## src/rtl/core/gemv_pkg.sv

```systemverilog
`timescale 1ns / 1ps
`default_nettype none
// ----------------------------------------------------------------------------
// gemv_pkg
// Shared types and constants of the fixed-point matrix-vector multiply core.
// ----------------------------------------------------------------------------
package gemv_pkg;

  localparam int DEF_MAX_DIM      = 64;
  localparam int DEF_MATRIX_WORDS = 4096;
  localparam int DEF_DATA_BITS    = 16;

  // Fraction bits of alpha and beta (Q4.12).
  localparam int COEF_FRAC = 12;

  localparam int CFG_INDEX_BITS = 3;
  localparam int CFG_DATA_BITS  = 16;

  typedef enum logic [1:0] {
    OP_LOAD_MATRIX = 2'd0,
    OP_LOAD_X      = 2'd1,
    OP_LOAD_Y      = 2'd2,
    OP_START       = 2'd3
  } gemv_op_t;

  typedef enum logic [CFG_INDEX_BITS-1:0] {
    CFG_ROW_COUNT     = 3'd0,
    CFG_COL_COUNT     = 3'd1,
    CFG_STORAGE_ORDER = 3'd2,
    CFG_TRANSPOSE     = 3'd3,
    CFG_LEADING_DIM   = 3'd4,
    CFG_ALPHA         = 3'd5,
    CFG_BETA          = 3'd6
  } gemv_cfg_idx_t;

  typedef enum logic [2:0] {
    S_IDLE,
    S_REDUCE,
    S_ROW,
    S_INNER,
    S_DRAIN,
    S_SCALE,
    S_ROUND
  } gemv_state_t;

  typedef struct packed {
    logic [1:0]         operation;
    logic [11:0]        index;
    logic signed [15:0] value;
  } gemv_in_t;

  typedef struct packed {
    logic [5:0]         out_index;
    logic signed [15:0] out_value;
    logic               last;
  } gemv_out_t;

  typedef struct packed {
    logic [6:0]         row_count;
    logic [6:0]         col_count;
    logic               storage_order;
    logic               transpose;
    logic [6:0]         leading_dim;
    logic signed [15:0] alpha;
    logic signed [15:0] beta;
  } gemv_cfg_t;

  // Sequencer to datapath control.
  typedef struct packed {
    logic clr;    // clear accumulator at row start
    logic y_rd;   // old y read issued this cycle
    logic issue;  // matrix and x reads issued this cycle
    logic scale;  // apply alpha and beta
    logic round;  // round, saturate, write back
  } gemv_ctl_t;

endpackage
`default_nettype wire

```

## src/rtl/core/gemv_dp.sv

```systemverilog
`timescale 1ns / 1ps
`default_nettype none
// ----------------------------------------------------------------------------
// gemv_dp
// Multiply-accumulate pipeline, alpha/beta scaling, rounding and saturation.
// ----------------------------------------------------------------------------
module gemv_dp #(
  parameter int DATA_BITS = gemv_pkg::DEF_DATA_BITS
) (
  input  wire logic                   clk,
  input  wire logic                   rst,
  input  wire gemv_pkg::gemv_ctl_t    ctl,
  input  wire logic signed [((DATA_BITS < 16) ? DATA_BITS : 16)-1:0] mat_rdata,
  input  wire logic signed [((DATA_BITS < 16) ? DATA_BITS : 16)-1:0] vec_rdata,
  input  wire logic signed [15:0]     alpha,
  input  wire logic signed [15:0]     beta,
  output logic                        pipe_busy,
  output logic signed [((DATA_BITS < 16) ? DATA_BITS : 16)-1:0] y_sat
);

  localparam int DW    = (DATA_BITS < 16) ? DATA_BITS : 16;
  localparam int FRAC  = DW - 1;
  localparam int PW    = 2 * DW;
  localparam int ACC_W = PW + 7;          // 64 exact products
  localparam int AP_W  = ACC_W + 16;
  localparam int BP_W  = DW + 16;
  localparam int TW    = AP_W + 1;
  localparam int SH    = FRAC + gemv_pkg::COEF_FRAC;
  localparam int RW    = TW - SH;

  localparam logic signed [TW-1:0] RND = {{(TW-SH){1'b0}}, 1'b1, {(SH-1){1'b0}}};
  localparam logic signed [RW-1:0] SAT_HI = {{(RW-FRAC){1'b0}}, {FRAC{1'b1}}};
  localparam logic signed [RW-1:0] SAT_LO = ~SAT_HI;

  logic                    v1;
  logic                    v2;
  logic                    y_rd_d;
  logic signed [PW-1:0]    prod;
  logic signed [ACC_W-1:0] acc;
  logic signed [DW-1:0]    y_old;
  logic signed [AP_W-1:0]  pa;
  logic signed [BP_W-1:0]  pb;
  logic signed [TW-1:0]    total;
  logic signed [RW-1:0]    r;

  always_ff @(posedge clk) begin
    if (rst) begin
      v1     <= 1'b0;
      v2     <= 1'b0;
      y_rd_d <= 1'b0;
    end else begin
      v1     <= ctl.issue;
      v2     <= v1;
      y_rd_d <= ctl.y_rd;
    end
  end

  always_ff @(posedge clk) begin
    if (v1) begin
      prod <= mat_rdata * vec_rdata;
    end
    if (ctl.clr) begin
      acc <= '0;
    end else if (v2) begin
      acc <= acc + ACC_W'(prod);
    end
    if (y_rd_d) begin
      y_old <= vec_rdata;
    end
    if (ctl.scale) begin
      pa <= acc * alpha;
      pb <= y_old * beta;
    end
  end

  // Floor shift of the rounded total, then clamp to the data range.
  always_comb begin
    total = TW'(pa) + (TW'(pb) <<< FRAC) + RND;
    r     = RW'(total >>> SH);
    if (r > SAT_HI) begin
      y_sat = DW'(SAT_HI);
    end else if (r < SAT_LO) begin
      y_sat = DW'(SAT_LO);
    end else begin
      y_sat = DW'(r);
    end
  end

  assign pipe_busy = v1 | v2;

endmodule
`default_nettype wire

```

## config.mk

```make
export PLATFORM = sky130hd
export DESIGN_NAME = gemv_dp
export DESIGN_NICKNAME = d
export VERILOG_FILES = /design/src/rtl/core/gemv_pkg.sv /design/src/rtl/core/gemv_dp.sv
export SDC_FILE = /design/constraint.sdc
export NUM_CORES = 2
export LEC_CHECK = 0
export ABC_CLOCK_PERIOD_IN_PS = 8800
export BUFFER_PORTS_ARGS = -buffer_cell sky130_fd_sc_hd__buf_2
export CORE_UTILIZATION = 62
export CTS_BUF_LIST = sky130_fd_sc_hd__clkbuf_8
export DETAILED_ROUTE_END_ITERATION = 10
export HOLD_SLACK_MARGIN = 0.15
export PLACE_DENSITY = 0.87
export SYNTH_ARGS = -nofsm -noshare
export SYNTH_HDL_FRONTEND = slang
export SYNTH_SLANG_ARGS = --single-unit
```

## constraint.sdc

```tcl
create_clock -name clk -period 8.8 [get_ports clk]
set_input_delay 0.44 -clock clk [delete_from_list [all_inputs] [get_ports clk]]
set_output_delay 0.44 -clock clk [all_outputs]
set_load 0.01 [all_outputs]
```

==> metrics.txt <==
Routability Congestion 0.949; Clock Skew slightly below 30 ps; post-synth top area share about 45%; # diodes 0; core region area 78,900 µm²; Detailed Route WL approximately 120 mm; period utilisation layout 87.4%; fin. max-slew vios 0; WP data required ~9100 ps; hold bufs inserted after CTS 2; flops & latches, synth between 150 and 200; worst skew pair latency between 500 and 600 ps; DRT Pass-1 Iters 6; async set-reset flop share out of synthesis 0%; Post-Layout Inst Area about 51,000 µm²; crit start category register; die area 80,700 µm²; fin crit period 7690 ps; initial antenna violation count 3; Total GRT Usage between 30 and 40%; Vias about 37,000; Seq/Total Area, Yosys 9.01%; vias in the first global route between 40,000 and 50,000; Mapped Cells 5,367; largest net degree at the start of global routing 73; Cell Area, Placed 50,700 µm²; top-count cell post-synth inv_1; detailed placement HPWL roughly 96 mm; Hold WC Path Type in -> reg; CP peak stage delay around 1000 ps; crit path from acc[9]; Die H approximately 280 µm; Residual DRC 0; Fin Hold WS between 200 and 250 ps; normalized max-slew margin between 20% and 30%; Crit path top cell by count fa_1; RSZ-0062 raised after global routing false; I/O Buffers between 80 and 90; gr ovfl total 0; CP cell instances nand2_1 > fa_1 > inv_1 > fa_1 > fa_1 > fa_1 > fa_1 > inv_1 > fa_1 > inv_1 > ha_1 > and3_1 > nand2_1 > or3_1 > o32a_1 > o2111ai_1 > o211ai_1 > o31ai_1 > nor2b_1 > o21a_1 > nor2_1 > xnor2_1; wire length of the first global-routing pass approximately 200 mm; # IOs approximately 90; Synth Area per Inst 9.19 µm²; final setup fails 0; DRT iter0 DRCs 2,685; Root Driver clkbuf_8; Final Hold Viols 0; Bufs on Longest Clock Path 2; Final #Nets around 6,900; min-delay src rst; Data arrival, critical path 8000 ps; actual slew at the worst max-slew pin about 1100 ps; Post-CTS Setup Bufs 0; Main synth FF type edfxtp_1; PostCTS Resize Cnt 0; FP Rows 103; area growth from synthesis to layout 3.67%; critical path's slowest cell dfxtp_1; Critical Setup Path Class reg -> reg; H-tree depth 4; Synth area leaders fa_1, inv_1, ha_1; Post-synth EDFFs 120; Mapped Nets between 6,000 and 7,000; initial core utilization between 60 and 70%; Crit Reg-Reg Startpoint acc[9]; Worst-path clk slew 130 ps; max cap viols 0; number of routed nets with antenna violations 0; maximum fanout along the worst path 18; Yosys Warn Count 0; Yosys cell types 83; Synth top cells by count inv_1, fa_1, nand2_1; Num CTS Buffers 17; fmax between 0.1 and 0.15 GHz; Routed wire per std cell roughly 19 µm; Yosys top cell by area fa_1; vias per cell between 5 and 6; CTS tree yes; mapped cell area ~49,000 µm²; die width 284 µm; crit end category register; TNS Setup 0 ps; status finished, final reports clean; ratio of cells with drive above 1 in the final layout between 3 and 4%; Num Clock Sinks between 150 and 200
[metrics by stage]
stage	utilization (%)	setup slack, ps	instances
final	64.9	1110	6397
after global routing	64.9	934	6397
after CTS	64.9	1270	6397
after detailed placement	64.3	994	6363
after global placement	64.3	1140	6363
after floorplan	-	1920	5367
[state kept, by name (all words and copies together), names as in the netlist]
signal	cells
pa	40
acc	39
pb	32
prod	32
y_old	16
v1	1
v2	1
y_rd_d	1
[routing by layer]
| layer | up-vias | routed length (µm) | track usage [%] | share of wire, % |
|---|---|---|---|---|
| met5 | - | 30 | 0 | 0.025 |
| met4 | 6 | 7060 | 16.3 | 5.9 |
| met3 | 515 | 10100 | 5.51 | 8.5 |
| met2 | 1766 | 60200 | 54.1 | 50 |
| met1 | 18400 | 42000 | 37.0 | 35 |
| li1 | 15900 | - | - | - |
[cell type report]
type,count,area [µm²]
Clock buffer,17,234
Clock inverter,15,156
Fill cell,5884,27700
Inverter,1348,5060
Multi-Input combinational cell,3666,39100
Sequential cell,162,4440
Tap cell,1050,1310
Timing Repair Buffer,139,833
[worst max-delay path, delay by kind of cell, from the launching register on]
family                     cells  cell delay [ps]
AOI/OAI and AO/OA              5             1440
and+or+nand+nor                6             1260
adders and majority gates      7             3390
DFF                            1              980
xor gates and xnor gates       1              250
buffers and inverters          3              150
[cells in the final DEF (no fill, tap or decap), types with 25 or more instances in the layout]
cell type,Yosys,final
fa_1,1108,1108
nor3_1,36,36
a21o_1,65,65
and2_1,415,415
edfxtp_1,120,120
nand2_1,730,730
xnor2_1,117,117
nor2_1,167,167
xor2_1,45,45
o21ai_0,76,76
a21oi_1,127,127
nand3_1,30,30
inv_1,1348,1349
dfxtp_1,42,42
nand2b_1,39,39
o21a_1,25,25
ha_1,404,404
buf_2,0,86
buf_4,0,51
[kinds of logic after synthesis]
kind of cell    Yosys count  synth area share [%]
mux                      20                 0.408
fa+ha+maj              1512                  55.2
buf+inv                1539                  11.7
simple gates           1508                  14.5
xor+xnor                162                  2.88
compound gates          464                  6.27
flops                   162                  9.01
[final timing paths]
kind              to  slack, ps  cells past startpoint
max           pa[32]       1110                     22
min               v1        230                      2
max reg2reg   pa[32]       1110                     22
min reg2reg  acc[34]        550                      2
Power is not shown: default switching activity piles up to over one toggle a cycle in this logic, so the estimate is an artifact.
