### src/rtl/core/gemv_pkg.sv
`timescale 1ns / 1ps
`default_nettype none
// ----------------------------------------------------------------------------
// gemv_pkg
// Shared types and constants of the fixed-point matrix-vector multiply core.
// ----------------------------------------------------------------------------
package gemv_pkg;

  localparam int DEF_MAX_DIM      = 64;
  localparam int DEF_MATRIX_WORDS = 4096;
  localparam int DEF_DATA_BITS    = 16;

  // Fraction bits of alpha and beta (Q4.12).
  localparam int COEF_FRAC = 12;

  localparam int CFG_INDEX_BITS = 3;
  localparam int CFG_DATA_BITS  = 16;

  typedef enum logic [1:0] {
    OP_LOAD_MATRIX = 2'd0,
    OP_LOAD_X      = 2'd1,
    OP_LOAD_Y      = 2'd2,
    OP_START       = 2'd3
  } gemv_op_t;

  typedef enum logic [CFG_INDEX_BITS-1:0] {
    CFG_ROW_COUNT     = 3'd0,
    CFG_COL_COUNT     = 3'd1,
    CFG_STORAGE_ORDER = 3'd2,
    CFG_TRANSPOSE     = 3'd3,
    CFG_LEADING_DIM   = 3'd4,
    CFG_ALPHA         = 3'd5,
    CFG_BETA          = 3'd6
  } gemv_cfg_idx_t;

  typedef enum logic [2:0] {
    S_IDLE,
    S_REDUCE,
    S_ROW,
    S_INNER,
    S_DRAIN,
    S_SCALE,
    S_ROUND
  } gemv_state_t;

  typedef struct packed {
    logic [1:0]         operation;
    logic [11:0]        index;
    logic signed [15:0] value;
  } gemv_in_t;

  typedef struct packed {
    logic [5:0]         out_index;
    logic signed [15:0] out_value;
    logic               last;
  } gemv_out_t;

  typedef struct packed {
    logic [6:0]         row_count;
    logic [6:0]         col_count;
    logic               storage_order;
    logic               transpose;
    logic [6:0]         leading_dim;
    logic signed [15:0] alpha;
    logic signed [15:0] beta;
  } gemv_cfg_t;

  // Sequencer to datapath control.
  typedef struct packed {
    logic clr;    // clear accumulator at row start
    logic y_rd;   // old y read issued this cycle
    logic issue;  // matrix and x reads issued this cycle
    logic scale;  // apply alpha and beta
    logic round;  // round, saturate, write back
  } gemv_ctl_t;

endpackage
`default_nettype wire

### src/rtl/core/gemv_ctrl.sv
`timescale 1ns / 1ps
`default_nettype none
// ----------------------------------------------------------------------------
// gemv_ctrl
// Command decode, run sequencer and modular matrix address generation.
// ----------------------------------------------------------------------------
module gemv_ctrl #(
  parameter int MAX_DIM      = gemv_pkg::DEF_MAX_DIM,
  parameter int MATRIX_WORDS = gemv_pkg::DEF_MATRIX_WORDS
) (
  input  wire logic                  clk,
  input  wire logic                  rst,
  input  wire logic                  start,
  input  wire gemv_pkg::gemv_in_t    cmd,
  input  wire gemv_pkg::gemv_cfg_t   cfg,
  input  wire logic                  pipe_busy,
  output logic                       busy,
  output logic                       mat_we,
  output logic [((MATRIX_WORDS > 1) ? $clog2(MATRIX_WORDS) : 1)-1:0] mat_waddr,
  output logic [((MATRIX_WORDS > 1) ? $clog2(MATRIX_WORDS) : 1)-1:0] mat_raddr,
  output logic                       vec_we,
  output logic [((MAX_DIM > 1) ? $clog2(MAX_DIM) : 1):0] vec_waddr,
  output logic [((MAX_DIM > 1) ? $clog2(MAX_DIM) : 1):0] vec_raddr,
  output gemv_pkg::gemv_ctl_t        ctl,
  output logic [((MAX_DIM > 1) ? $clog2(MAX_DIM) : 1)-1:0] row_idx,
  output logic                       row_last
);

  localparam int AW    = (MATRIX_WORDS > 1) ? $clog2(MATRIX_WORDS) : 1;
  localparam int SW    = AW + 1;
  localparam int VAW   = (MAX_DIM > 1) ? $clog2(MAX_DIM) : 1;
  localparam int DIM_W = $clog2(MAX_DIM + 1);
  localparam logic [AW-1:0] ONE_MOD = (MATRIX_WORDS > 1) ? AW'(1) : AW'(0);

  gemv_pkg::gemv_state_t state, state_next;

  logic [VAW-1:0]   i;
  logic [VAW-1:0]   j;
  logic [AW-1:0]    base;
  logic [AW-1:0]    addr;
  logic [AW-1:0]    step_in;
  logic [AW-1:0]    step_out;
  logic [AW-1:0]    ld_step;
  logic [6:0]       ld_red;
  logic [DIM_W-1:0] out_len;
  logic [DIM_W-1:0] inner;
  logic             j_major;
  logic             j_last;
  logic             accept;
  logic             go;
  logic             ld_big;
  logic [DIM_W-1:0] m_eff;
  logic [DIM_W-1:0] n_eff;
  logic [DIM_W-1:0] out_len_cmd;
  logic [DIM_W-1:0] inner_cmd;

  // a + b modulo MATRIX_WORDS, both operands already reduced.
  function automatic logic [AW-1:0] addmod(input logic [AW-1:0] a, input logic [AW-1:0] b);
    logic [SW-1:0] s;
    s = {1'b0, a} + {1'b0, b};
    if (s >= SW'(MATRIX_WORDS)) begin
      s = s - SW'(MATRIX_WORDS);
    end
    return s[AW-1:0];
  endfunction

  assign busy   = (state != gemv_pkg::S_IDLE);
  assign accept = start && !busy;

  always_comb begin
    m_eff = (32'(cfg.row_count) > MAX_DIM) ? DIM_W'(MAX_DIM) : DIM_W'(cfg.row_count);
    n_eff = (32'(cfg.col_count) > MAX_DIM) ? DIM_W'(MAX_DIM) : DIM_W'(cfg.col_count);
    out_len_cmd = cfg.transpose ? n_eff : m_eff;
    inner_cmd   = cfg.transpose ? m_eff : n_eff;
    go = accept && (cmd.operation == gemv_pkg::OP_START) &&
         (m_eff != '0) && (out_len_cmd != '0);
  end

  assign ld_big   = (32'(ld_red) >= MATRIX_WORDS);
  assign ld_step  = AW'(ld_red);
  assign j_last   = (DIM_W'(j) + DIM_W'(1) == inner);
  assign row_last = (DIM_W'(i) + DIM_W'(1) == out_len);
  assign row_idx  = i;

  // Next state
  always_comb begin
    state_next = state;
    unique case (state)
      gemv_pkg::S_IDLE: begin
        if (go) state_next = gemv_pkg::S_REDUCE;
      end
      gemv_pkg::S_REDUCE: begin
        if (!ld_big) state_next = gemv_pkg::S_ROW;
      end
      gemv_pkg::S_ROW: begin
        state_next = (inner == '0) ? gemv_pkg::S_DRAIN : gemv_pkg::S_INNER;
      end
      gemv_pkg::S_INNER: begin
        if (j_last) state_next = gemv_pkg::S_DRAIN;
      end
      gemv_pkg::S_DRAIN: begin
        if (!pipe_busy) state_next = gemv_pkg::S_SCALE;
      end
      gemv_pkg::S_SCALE: begin
        state_next = gemv_pkg::S_ROUND;
      end
      gemv_pkg::S_ROUND: begin
        state_next = row_last ? gemv_pkg::S_IDLE : gemv_pkg::S_ROW;
      end
      default: state_next = gemv_pkg::S_IDLE;
    endcase
  end

  // Outputs
  always_comb begin
    ctl       = '0;
    mat_we    = 1'b0;
    mat_waddr = cmd.index[AW-1:0];
    mat_raddr = addr;
    vec_we    = 1'b0;
    vec_waddr = {(cmd.operation == gemv_pkg::OP_LOAD_Y), cmd.index[VAW-1:0]};
    vec_raddr = {1'b0, j};
    unique case (state)
      gemv_pkg::S_IDLE: begin
        mat_we = accept && (cmd.operation == gemv_pkg::OP_LOAD_MATRIX) &&
                 (32'(cmd.index) < MATRIX_WORDS);
        vec_we = accept && ((cmd.operation == gemv_pkg::OP_LOAD_X) ||
                            (cmd.operation == gemv_pkg::OP_LOAD_Y)) &&
                 (32'(cmd.index) < MAX_DIM);
      end
      gemv_pkg::S_ROW: begin
        ctl.clr   = 1'b1;
        ctl.y_rd  = 1'b1;
        vec_raddr = {1'b1, i};
      end
      gemv_pkg::S_INNER: begin
        ctl.issue = 1'b1;
      end
      gemv_pkg::S_SCALE: begin
        ctl.scale = 1'b1;
      end
      gemv_pkg::S_ROUND: begin
        ctl.round = 1'b1;
        vec_we    = 1'b1;
        vec_waddr = {1'b1, i};
      end
      default: begin
      end
    endcase
  end

  always_ff @(posedge clk) begin
    if (rst) begin
      state <= gemv_pkg::S_IDLE;
    end else begin
      state <= state_next;
    end
  end

  always_ff @(posedge clk) begin
    unique case (state)
      gemv_pkg::S_IDLE: begin
        if (go) begin
          out_len <= out_len_cmd;
          inner   <= inner_cmd;
          j_major <= (cfg.storage_order == cfg.transpose);
          ld_red  <= cfg.leading_dim;
          i       <= '0;
          base    <= '0;
        end
      end
      gemv_pkg::S_REDUCE: begin
        if (ld_big) begin
          ld_red <= ld_red - 7'(MATRIX_WORDS);
        end
        step_in  <= j_major ? ld_step : ONE_MOD;
        step_out <= j_major ? ONE_MOD : ld_step;
      end
      gemv_pkg::S_ROW: begin
        addr <= base;
        j    <= '0;
      end
      gemv_pkg::S_INNER: begin
        addr <= addmod(addr, step_in);
        j    <= j + VAW'(1);
      end
      gemv_pkg::S_ROUND: begin
        i    <= i + VAW'(1);
        base <= addmod(base, step_out);
      end
      default: begin
      end
    endcase
  end

  a_inner_bound: assert property (@(posedge clk) disable iff (rst)
    state == gemv_pkg::S_INNER |-> DIM_W'(j) < inner)
    else $error("inner index past inner length");

  a_addr_range: assert property (@(posedge clk) disable iff (rst)
    state == gemv_pkg::S_INNER |-> 32'(addr) < MATRIX_WORDS)
    else $error("matrix read address not reduced");

  a_drained: assert property (@(posedge clk) disable iff (rst)
    state == gemv_pkg::S_SCALE |-> !pipe_busy)
    else $error("scaling before accumulator drained");

endmodule
`default_nettype wire

### config.mk
export PLATFORM = sky130hd
export DESIGN_NAME = gemv_ctrl
export DESIGN_NICKNAME = d
export VERILOG_FILES = /design/src/rtl/core/gemv_pkg.sv /design/src/rtl/core/gemv_ctrl.sv
export SDC_FILE = /design/constraint.sdc
export NUM_CORES = 1
export LEC_CHECK = 0
export BUFFER_PORTS_ARGS = -buffer_cell sky130_fd_sc_hd__buf_2
export CORE_MARGIN = 2
export CORE_UTILIZATION = 48
export CTS_CLUSTER_SIZE = 28
export DETAILED_ROUTE_END_ITERATION = 10
export GPL_TIMING_DRIVEN = 1
export PLACE_DENSITY = 0.86
export SETUP_SLACK_MARGIN = 0.3
export SYNTH_ARGS = -nofsm -noshare
export SYNTH_HDL_FRONTEND = slang
export SYNTH_SLANG_ARGS = --single-unit
### constraint.sdc
create_clock -name clk -period 7.8 [get_ports clk]
set_input_delay 0.39 -clock clk [delete_from_list [all_inputs] [get_ports clk]]
set_output_delay 0.39 -clock clk [all_outputs]
set_load 0.02 [all_outputs]
==> parameters.txt, run 1 <==
Parameter                              Value

Hold path
  Hold path cells    1
  Hold WC Path Type    in -> reg

Clocking
  H-tree levels    3
  Buffers from clock root to sink, at most    2
  Total setup buffers inserted after CTS    0
  Clock tree root buffer cell    sky130_fd_sc_hd__clkbuf_8
  Cts repair resizes    0
  TritonCTS clock tree    built
  Clock insertion delay at the later pin of the skew report    0.34 ns
  CTS clk-pin slew, worst paths    0.08 ns
  Cts-stage hold buffer count    0
  Number of buffers added by the clock tree synthesis step    9
  TritonCTS Sinks    75

Timing
  Final min period    3.271 ns
  Max-slew violation count    0
  Rel. slew slack    22.29%
  Slew at the pin closest to its max-slew limit    1.161 ns
  Period utilisation layout    41.94%
  Max Clk Rate    305.7 MHz
  RSZ-0062 raised after global routing    no
  Worst clock skew on the final layout    0.005892 ns
  Setup-failing EPs final    0
  Final setup TNS    0 ns
  Final-report hold violation count    0

Floorplanning
  Site Rows    35
  Die span in y    101.2 um
  # IOs    142
  X dimension of the die    101.2 um
  Core Footprint    9196 um^2
  Die area    10240 um^2
  Starting Density    49.31%

Synth
  Synth warnings    0
  Async set or reset register ratio after synthesis    0%
  Compound-gate portion of the synthesized area    8.306%
  Share of the synthesized area in the top cell type    47.68%
  Post-synth EDFFs    72
  Yosys reg bits    75
  Ranking of synthesized cells by area    sky130_fd_sc_hd__edfxtp_1, sky130_fd_sc_hd__ha_1, sky130_fd_sc_hd__nand2_1
  Sequential element share of the synthesized area    49.01%
  Net Count, Synth    530
  Mean instance size in the synthesized netlist    10.80 um^2
  Area share of xor/xnor cells in the synthesized design    7.312%
  Number of distinct standard cells referenced by the synthesized netlist    58
  Post-Synth Adder-Cell Area    6.126%
  Multiplexer fraction of the synthesized cell area    5.105%
  Area share of and/or/nand/nor cells after synthesis    19.01%
  Post-synthesis cell count    420
  Cell accounting for the most synthesized area    sky130_fd_sc_hd__edfxtp_1
  Dominant register cell in the synthesized netlist    sky130_fd_sc_hd__edfxtp_1
  Synthesized area    4534 um^2
  Largest family of logic cells by synthesized area    simple AND/OR/NAND/NOR gates

Status
  Status    finished clean

Drt
  Antenna-violating nets left    0
  Wirelength, routed    8919 um
  Routed WL per cell    14.57 um
  Number of search-and-repair iterations in the first detailed-routing pass    4
  Post-DR vias/cell    5.379
  Via total after detailed routing    3292
  DR DRC count    0
  Iter 0 DRT Violations    178

Worst setup path
  FF-to-FF path depth    6
  Type of destination of the critical path    output port
  Slowest cell on the critical path    sky130_fd_sc_hd__nand2_1
  Critical Path Fanout Max    26
  Longest individual stage delay on the worst path    0.75 ns
  Worst endpoint required time    7.41 ns
  Critical Path Start Type    flop
  Series of cell instances along the critical path    and2b_1 > nand2_1 > clkinv_1 > buf_2
  Reg2reg setup slack    4.91 ns
  Crit path kind    reg -> out
  Data arrival, critical path    2.88 ns

GRT
  Total congestion overflow    0
  Pin count of the biggest net entering global routing    27
  Global-route usage over all layers    18.43%
  Initial antenna violation count    0
  Via count of the first global-routing pass    3220
  First-pass GRT wire length    14750 um

Final layout
  Antenna fix cells    0
  Most frequent standard cell in the layout excluding fill and tap cells    sky130_fd_sc_hd__buf_2
  Layout area overhead    13.36%
  Commonest non-fill, non-tap cells in the layout    sky130_fd_sc_hd__buf_2, sky130_fd_sc_hd__edfxtp_1, sky130_fd_sc_hd__nand2_1, sky130_fd_sc_hd__nor2_1, sky130_fd_sc_hd__nand2b_1
  Final-stage net count    606
  Fraction of layout instances using a drive strength above 1    25.55%

Place
  Routability-driven placement congestion ratio    0.8727
  IO Port Bufs    93
  DPL Wire Length    6808 um

Job
  Max cap viols    0

Power and ir drop
  PnR Total Power    889.9 uW
  Worst VDD drop    0.00007967 V
  Pwr per Cell Area    173.1 nW/um^2
  Leakage power total    2.130 nW
## stage by stage
| step | instance area (um^2) | std cells | setup slack [ns] | hold WS, ns | utilization (%) |
|---|---|---|---|---|---|
| 6_report | 5140 | 612 | 4.529 | 0.2199 | 55.89 |
| 5_1_grt | 5140 | 612 | 4.259 | 0.1968 | 55.89 |
| 4_1_cts | 5140 | 612 | 4.475 | 0.2026 | 55.89 |
| 3_5_place_dp | 4970 | 596 | 4.848 | 0.5204 | 54.04 |
| 3_3_place_gp | 4970 | 596 | 4.925 | 0.5122 | 54.04 |
| 2_1_floorplan | 4534 | 420 | 4.745 | 0.4556 | - |
## worst max-delay path, delay by kind of cell (launching register included)
family | cells | cell delay (ns)
DFF | 1 | 0.38
and+or+nand+nor | 2 | 1.49
buffers and inverters | 2 | 0.67
## power by group
part	total [mW]	switching, mW	internal (mW)
clock	0.257	0.142	0.115
sequential	0.479	0.0160	0.463
combinational	0.153	0.0898	0.0635
## cells in the mapped netlist, types with 10 or more instances
library cell	n
sky130_fd_sc_hd__nor2_1	31
sky130_fd_sc_hd__edfxtp_1	72
sky130_fd_sc_hd__mux2i_1	13
sky130_fd_sc_hd__o21ai_0	14
sky130_fd_sc_hd__nor2b_1	10
sky130_fd_sc_hd__buf_4	15
sky130_fd_sc_hd__inv_1	13
sky130_fd_sc_hd__xor2_1	14
sky130_fd_sc_hd__ha_1	19
sky130_fd_sc_hd__nand2_1	45
sky130_fd_sc_hd__nand2b_1	20
sky130_fd_sc_hd__nor3_1	10
sky130_fd_sc_hd__and2_1	11
sky130_fd_sc_hd__a21oi_1	17
sky130_fd_sc_hd__xnor2_1	16
## per-layer routing
metal | up-vias | GRT usage, % | wire [um] | share of wire, %
li1 | 1627 | - | - | -
met1 | 1546 | 22.84 | 3770 | 42
met2 | 102 | 31.38 | 4438 | 50
met3 | 17 | 3.589 | 562 | 6.3
met4 | 0 | 8.212 | 149 | 1.7
met5 | - | 0 | 0 | 0
## cells by family (layout without fill, tap and decap cells)
kind of cell / after synthesis / count (layout)
AND/OR/NAND/NOR: 166 / 166
flip-flops: 75 / 75
AO/OA/AOI/OAI: 60 / 60
buffers and inverters: 43 / 124
XOR/XNOR: 33 / 33
multiplexers: 22 / 22
adder cells (fa/ha/maj): 21 / 21
## registers in the layout, summed over array words and instances (netlist names), 3 cells and up
name / count
base: 12
inner: 7
j: 6
ld_red: 7
mat_raddr: 12
out_len: 7
row_idx: 6
state: 3
step_in: 7
step_out: 7
## final cells by class
| cell class | instances | area, um^2 |
|---|---|---|
| flip-flops and latches | 75 | 2222 |
| inverters | 14 | 52.55 |
| well taps | 111 | 138.9 |
| clock inverters | 6 | 42.54 |
| clock buffers | 10 | 127.6 |
| repair buffers | 94 | 473.0 |
| fillers | 775 | 4056 |
| multi-input cells | 302 | 2083 |
## worst paths after layout
check | start | to
hold reg to reg | ld_red[0]$_DFFE_PP_ | step_in[0]$_SDFFCE_PN1P_
setup reg to reg | state[1]$_SDFFE_PP0P_ | mat_raddr[8]$_DFFE_PP_
setup / recovery | state[1]$_SDFFE_PP0P_ | ctl[2]
hold / removal | cfg[38] | ld_red[6]$_DFFE_PP_
(Power assumes the default switching activity.)
==> inputs of run 2 (changes only) <==
--- a/config.mk
+++ b/config.mk
@@ -5,13 +5,14 @@
 export SDC_FILE = /design/constraint.sdc
 export NUM_CORES = 1
 export LEC_CHECK = 0
+export ABC_AREA = 1
 export BUFFER_PORTS_ARGS = -buffer_cell sky130_fd_sc_hd__buf_2
 export CORE_MARGIN = 2
-export CORE_UTILIZATION = 48
+export CORE_UTILIZATION = 47
 export CTS_CLUSTER_SIZE = 28
 export DETAILED_ROUTE_END_ITERATION = 10
 export GPL_TIMING_DRIVEN = 1
-export PLACE_DENSITY = 0.86
+export PLACE_DENSITY = 0.87
 export SETUP_SLACK_MARGIN = 0.3
 export SYNTH_ARGS = -nofsm -noshare
 export SYNTH_HDL_FRONTEND = slang
==> constraint.sdc (replaced) <==
create_clock -name clk -period 2.9 [get_ports clk]
set_input_delay 0.145 -clock clk [delete_from_list [all_inputs] [get_ports clk]]
set_output_delay 0.145 -clock clk [all_outputs]
set_load 0.02 [all_outputs]
==> parameters.txt, run 2 <==
Parameter                              Value

Place
  IO Port Bufs    93 (unchanged)
  DPL Wire Length    7632 um (+12%)
  Post-DP Area    5014 um^2 (+0.88%)
  Routability-driven placement congestion ratio    0.8867 (+1.6%)

Floorplanning
  Core Footprint    9240 um^2 (+0.48%)
  Die span in y    101.7 um (+0.45%)
  Die area    10330 um^2 (+0.90%)
  X dimension of the die    101.7 um (+0.45%)
  # IOs    142 (unchanged)
  Starting Density    48.50% (-0.80 points)
  Site Rows    35 (unchanged)

Clocking
  CTS clk-pin slew, worst paths    0.08 ns (about the same)
  Clock insertion delay at the later pin of the skew report    0.36 ns (+0.02 ns)
  H-tree levels    3 (unchanged)
  Total setup buffers inserted after CTS    0 (unchanged)
  Clock tree root buffer cell    sky130_fd_sc_hd__clkbuf_8
  Number of buffers added by the clock tree synthesis step    9 (unchanged)
  Buffers from clock root to sink, at most    2 (unchanged)
  TritonCTS Sinks    75 (unchanged)
  TritonCTS clock tree    built

Drt
  Routed WL per cell    13.55 um (-7.0%)
  Via total after detailed routing    3910 (+19%)
  Number of search-and-repair iterations in the first detailed-routing pass    5 (+1)
  Iter 0 DRT Violations    245 (+38%)
  Wirelength, routed    10260 um (+15%)
  Antenna-violating nets left    0 (unchanged)
  Post-DR vias/cell    5.165 (-4.0%)
  DR DRC count    0 (unchanged)

Synth
  Post-synth EDFFs    72 (unchanged)
  Ranking of synthesized cells by area    sky130_fd_sc_hd__edfxtp_1, sky130_fd_sc_hd__nand2_1, sky130_fd_sc_hd__inv_1
  Share of the synthesized area in the top cell type    48.24% (+0.56 points)
  Synth warnings    0 (unchanged)
  Mean instance size in the synthesized netlist    8.504 um^2 (-21%)
  Most frequent cell after synthesis    sky130_fd_sc_hd__nand2_1
  Synthesized area    4482 um^2 (-1.2%)
  Cell accounting for the most synthesized area    sky130_fd_sc_hd__edfxtp_1
  Net Count, Synth    637 (+20%)
  Yosys reg bits    75 (unchanged)
  Number of distinct standard cells referenced by the synthesized netlist    38 (-34%)
  Dominant register cell in the synthesized netlist    sky130_fd_sc_hd__edfxtp_1
  Async set or reset register ratio after synthesis    0% (unchanged)
  Synth top cells by count    sky130_fd_sc_hd__nand2_1, sky130_fd_sc_hd__edfxtp_1, sky130_fd_sc_hd__inv_1, sky130_fd_sc_hd__nor2_1, sky130_fd_sc_hd__nand3_1
  Post-synthesis cell count    527 (+25%)
  Sequential element share of the synthesized area    49.58% (+0.57 points)

Timing
  Setup-failing EPs final    0 (unchanged)
  Final-report hold violation count    0 (unchanged)
  Max-slew violation count    0 (unchanged)
  Worst clock skew on the final layout    0.01995 ns (+0.01405 ns)
  Rel. slew slack    44.18% (+22 points)
  Slew at the pin closest to its max-slew limit    0.8353 ns (-0.3261 ns)
  Period utilisation layout    81.85%
  Max Clk Rate    421.3 MHz
  Final min period    2.374 ns
  RSZ-0062 raised after global routing    no
  Final setup TNS    0 ns (unchanged)

Worst setup path
  FF-to-FF path depth    11 (+5)
  Critical Path Start Type    flop
  Critical Path Fanout Max    20 (-23%)
  Reg2reg setup slack    0.53 ns (-4.38 ns)
  Crit path kind    reg -> out
  Data arrival, critical path    2.23 ns (-0.65 ns)
  Crit Reg-Reg Startpoint    mat_raddr[0]$_DFFE_PP_
  Critical Path End    vec_raddr[0]
  Worst setup path startpoint    state[1]$_SDFFE_PP0P_
  Worst endpoint required time    2.76 ns (-4.65 ns)
  Type of destination of the critical path    output port
  Critical R2R Capture    mat_raddr[8]$_DFFE_PP_

Final layout
  Final Cell Area    5345 um^2 (+4.0%)
  Layout area overhead    19.26%
  Fraction of layout instances using a drive strength above 1    21.18% (-4.4 points)
  Final cell utilization of the core    57.85% (+2.0 points)
  Final-stage net count    733 (+21%)
  Most frequent standard cell in the layout excluding fill and tap cells    sky130_fd_sc_hd__nand2_1
  Antenna fix cells    0 (unchanged)
  Commonest non-fill, non-tap cells in the layout    sky130_fd_sc_hd__nand2_1, sky130_fd_sc_hd__buf_2, sky130_fd_sc_hd__edfxtp_1, sky130_fd_sc_hd__inv_1, sky130_fd_sc_hd__nor2_1

GRT
  Pin count of the biggest net entering global routing    24 (-11%)
  Via count of the first global-routing pass    3787 (+18%)
  First-pass GRT wire length    16700 um (+13%)
  Total congestion overflow    0 (unchanged)
  Initial antenna violation count    0 (unchanged)
  Global-route usage over all layers    20.46% (+2.0 points)

Power and ir drop
  Pwr per Cell Area    742.0 nW/um^2 (+330%)
  Worst VDD drop    0.0003324 V (+320%)
  Leakage power total    2.547 nW (+20%)
  PnR Total Power    3.966 mW (+350%)

Hold path
  Hold WC Path Type    in -> reg

Job
  Max cap viols    0 (unchanged)

Status
  Status    finished clean
[run 2: cell count changes after synthesis, sizes merged, moves of 6 or more]
cell and change:
nor2b -10, xor2 -10, inv +60, xnor2 -11, nand2b -20, nor2 +30, or2 +6, nand2 +93
nand3 +25, and2 -12, mux2 -9, nor3 -7, mux2i -13, o21ai +13
[run 2: cell families after synthesis]
group	count (synthesis)	share of synthesized area, %
and+or+nand+nor	259	24.43
xor gates and xnor gates	9	1.759
DFF	75	49.58
AOI/OAI and AO/OA	68	8.794
buffers and inverters	95	9.240
adders and majority gates	21	6.198
[run 2: how the worst min path moves through the flow]
stage                 start                     to  slack, ns  cells after the start
floorplan               rst  state[1]$_SDFFE_PP0P_       0.21                      1
global placement    cfg[36]    ld_red[4]$_DFFE_PP_       0.32                      1
detailed placement  cfg[35]    ld_red[3]$_DFFE_PP_       0.32                      1
CTS                 cfg[40]      j_major$_DFFE_PP_       0.11                      2
global route        cfg[40]      j_major$_DFFE_PP_       0.13                      2
finish              cfg[40]      j_major$_DFFE_PP_       0.12                      2
[run 2: critical path, cell delays in order, from the launching register on]
cell,delay [ns]
sky130_fd_sc_hd__dfxtp_1,0.37
sky130_fd_sc_hd__inv_2,0.07
sky130_fd_sc_hd__nor2_1,0.10
sky130_fd_sc_hd__buf_4,0.30
sky130_fd_sc_hd__nand2_1,0.32
sky130_fd_sc_hd__inv_1,0.33
sky130_fd_sc_hd__nand2_1,0.08
sky130_fd_sc_hd__o21ai_0,0.10
sky130_fd_sc_hd__buf_2,0.21
[run 2: per-layer routing]
layer,wire [um],track usage (%)
met5,0,0
met4,233,9.252
met3,674,3.106
met2,5223,36.79
met1,4124,23.98
[run 2: what timing repair did]
| item | CTS | global route |
|---|---|---|
| hold buffers | 8 | 0 |
| endpoints found under the hold margin | 8 | 0 |
| gates resized for setup | 0 | 1 |
| endpoints found under the setup margin | 0 | 1 |
[run 2: area by class of cell]
class	count	area [um^2]
Tap cell	129	161.4
Multi-Input combinational cell	357	1849
Timing Repair Buffer	107	590.6
Fill cell	824	3895
Clock inverter	7	123.9
Inverter	73	274.0
Clock buffer	9	123.9
Sequential cell	75	2222
[run 2: through the flow]
stage | hold WS, ns | worst slack, ns | std cells
6_report | 0.1173 | 0.5264 | 757
5_1_grt | 0.1266 | 0.3133 | 757
4_1_cts | 0.1098 | 0.4699 | 757
3_5_place_dp | 0.3233 | 0.4914 | 733
3_3_place_gp | 0.3216 | 0.5972 | 733
2_1_floorplan | 0.2144 | 0.5205 | 527
[run 2: report_power, final]
group,internal [mW],switching (mW)
sequential,1.43,0.130
combinational,0.464,0.943
clock,0.580,0.418
==> inputs of run 3 (changes only) <==
==> constraint.sdc (replaced) <==
create_clock -name clk -period 2 [get_ports clk]
set_input_delay 0.1 -clock clk [delete_from_list [all_inputs] [get_ports clk]]
set_output_delay 0.1 -clock clk [all_outputs]
set_load 0.02 [all_outputs]
==> parameters.txt, run 3 (synthesis results as in run 2) <==
Parameter                              Value

Worst setup path
  Crit Reg-Reg Startpoint    mat_raddr[0]$_DFFE_PP_
  FF-to-FF path depth    11 (unchanged)
  Critical Path Start Type    flop
  Data arrival, critical path    2.29 ns (+0.06 ns)
  Critical R2R Capture    mat_raddr[4]$_DFFE_PP_
  Worst endpoint required time    2.12 ns (-0.64 ns)
  Reg2reg setup slack    -0.17 ns (-0.70 ns)
  Critical Path Fanout Max    2 (-90%)
  Crit path kind    reg -> reg
  Type of destination of the critical path    flop

GRT
  Global-route usage over all layers    23.54% (+3.1 points)
  Via count of the first global-routing pass    4116 (+8.7%)
  Total congestion overflow    0 (unchanged)
  First-pass GRT wire length    19000 um (+14%)
  Pin count of the biggest net entering global routing    19 (-21%)
  Initial antenna violation count    0 (unchanged)

Floorplanning
  Die area    10330 um^2 (unchanged)
  Site Rows    35 (unchanged)
  Core Footprint    9240 um^2 (unchanged)
  Starting Density    48.50% (unchanged)
  Die span in y    101.7 um (unchanged)
  # IOs    142 (unchanged)
  X dimension of the die    101.7 um (unchanged)

Drt
  Post-DR vias/cell    5.592 (+8.3%)
  Via total after detailed routing    4546 (+16%)
  Antenna-violating nets left    0 (unchanged)
  Wirelength, routed    14360 um (+40%)
  Iter 0 DRT Violations    490 (+100%)
  Routed WL per cell    17.66 um (+30%)
  DR DRC count    0 (unchanged)
  Number of search-and-repair iterations in the first detailed-routing pass    6 (+1)

Final layout
  Area taken by flip-flops and latches    2228 um^2 (+0.28%)
  Layout area overhead    41.40%
  Multi-input combinational cell area    2330 um^2 (+26%)
  Final-stage net count    789 (+7.6%)
  Filler-free cell count of the finished design    813 (+7.4%)
  Filler Cells Inserted    601 (-27%)
  Antenna fix cells    0 (unchanged)
  Commonest non-fill, non-tap cells in the layout    sky130_fd_sc_hd__nand2_1, sky130_fd_sc_hd__buf_2, sky130_fd_sc_hd__edfxtp_1, sky130_fd_sc_hd__inv_1
  Most frequent standard cell in the layout excluding fill and tap cells    sky130_fd_sc_hd__nand2_1
  Fraction of layout instances using a drive strength above 1    40.35% (+19 points)

Timing
  Smallest setup slack after layout    -0.1731 ns (-0.6995 ns)
  Worst clock skew on the final layout    0.01555 ns (-0.004393 ns)
  Final min period    2.173 ns
  Slew at the pin closest to its max-slew limit    0.5169 ns (-0.3184 ns)
  Setup-failing EPs final    6 (+6)
  Max Clk Rate    460.2 MHz
  Max-slew violation count    0 (unchanged)
  Period utilisation layout    108.7%
  Final-report hold violation count    0 (unchanged)
  Final-layout worst hold slack    0.05158 ns (-0.06572 ns)
  Rel. slew slack    65.54% (+21 points)
  Final setup TNS    -0.6442 ns (-0.6442 ns)
  RSZ-0062 raised after global routing    yes

Place
  Instance count after placement with tap cells included    744 (+1.5%)
  Routability-driven placement congestion ratio    0.9470 (+6.8%)
  Pre-CTS WS    -0.1636 ns (-0.6550 ns)
  IO Port Bufs    93 (unchanged)
  DPL Wire Length    7746 um (+1.5%)

Power and ir drop
  PnR Total Power    6.904 mW (+74%)
  Worst VDD drop    0.0005329 V (+60%)
  Pwr per Cell Area    1089 nW/um^2 (+47%)
  Leakage power total    2.880 nW (+13%)

Status
  Violated checks    setup timing
  Status    finished with violations

Clocking
  Clock insertion delay at the later pin of the skew report    0.36 ns (about the same)
  TritonCTS Sinks    75 (unchanged)
  H-tree levels    3 (unchanged)
  Buffers from clock root to sink, at most    2 (unchanged)
  CTS clk-pin slew, worst paths    0.09 ns (about the same)
  Clock tree root buffer cell    sky130_fd_sc_hd__clkbuf_8
  TritonCTS clock tree    built
  Number of buffers added by the clock tree synthesis step    9 (unchanged)

Hold path
  Startpoint of the tightest hold check path    cfg[40]
  Capture endpoint of the worst hold path    j_major$_DFFE_PP_
  Hold WC Path Type    in -> reg
  Hold path cells    2 (unchanged)

Job
  Max cap viols    0 (unchanged)
run 3: worst max path at each step:
stage,startpoint,endpoint,slack [ns]
CTS,mat_raddr[0]$_DFFE_PP_,mat_raddr[8]$_DFFE_PP_,-0.09
detailed placement,mat_raddr[0]$_DFFE_PP_,mat_raddr[8]$_DFFE_PP_,-0.16
floorplan,mat_raddr[0]$_DFFE_PP_,mat_raddr[8]$_DFFE_PP_,-0.16
global placement,mat_raddr[0]$_DFFE_PP_,mat_raddr[8]$_DFFE_PP_,-0.07
finish,mat_raddr[0]$_DFFE_PP_,mat_raddr[4]$_DFFE_PP_,-0.17
global route,mat_raddr[0]$_DFFE_PP_,mat_raddr[4]$_DFFE_PP_,-0.24
run 3: what timing repair did:
item | 4_1_cts | 5_1_grt
setup buffers | 21 | 23
setup endpoints to repair | 64 | 75
pin swaps | 21 | 42
cloned | 1 | 0
endpoints found under the hold margin | 8 | 0
hold buffers | 8 | 0
gates resized for setup | 49 | 82
run 3: worst max-delay path, stage by stage (launching register included):
cell                       delay (ns)
sky130_fd_sc_hd__edfxtp_1        0.45
sky130_fd_sc_hd__ha_4            0.21
sky130_fd_sc_hd__fa_2            0.36
sky130_fd_sc_hd__nand3_2         0.09
sky130_fd_sc_hd__nand3_4         0.08
sky130_fd_sc_hd__buf_4           0.15
sky130_fd_sc_hd__buf_6           0.11
sky130_fd_sc_hd__buf_6           0.10
sky130_fd_sc_hd__buf_6           0.10
sky130_fd_sc_hd__buf_6           0.11
sky130_fd_sc_hd__nor2_4          0.10
sky130_fd_sc_hd__o21ai_1         0.08
run 3: per-layer routing:
metal	GRT usage, %	vias to the layer above	wire, um
met2	42.36	302	7392
li1	-	2043	-
met3	3.934	69	1036
met5	0	-	0
met4	11.43	0	728
met1	26.98	2132	5202
run 3: final cells by class:
| cell class | instances | area share (%) |
|---|---|---|
| multi-input combinational | 357 | 36.76 |
| sequential | 75 | 35.16 |
| timing repair buffer | 163 | 17.85 |
| inverter | 73 | 4.423 |
| tap | 129 | 2.547 |
| clock buffer | 9 | 1.955 |
| clock inverter | 7 | 1.303 |
run 3: stage by stage:
step / utilization, % / area [um^2]
5_1_grt: 68.59 / 6337
4_1_cts: 63.03 / 5824
3_3_place_gp: 56.32 / 5204
3_5_place_dp: 56.32 / 5204
6_report: 68.59 / 6337
2_1_floorplan: - / 4589
run 3: report_power, final:
group	switching, mW	internal, mW
sequential	0.254	2.08
combinational	1.94	1.37
clock	0.653	0.598
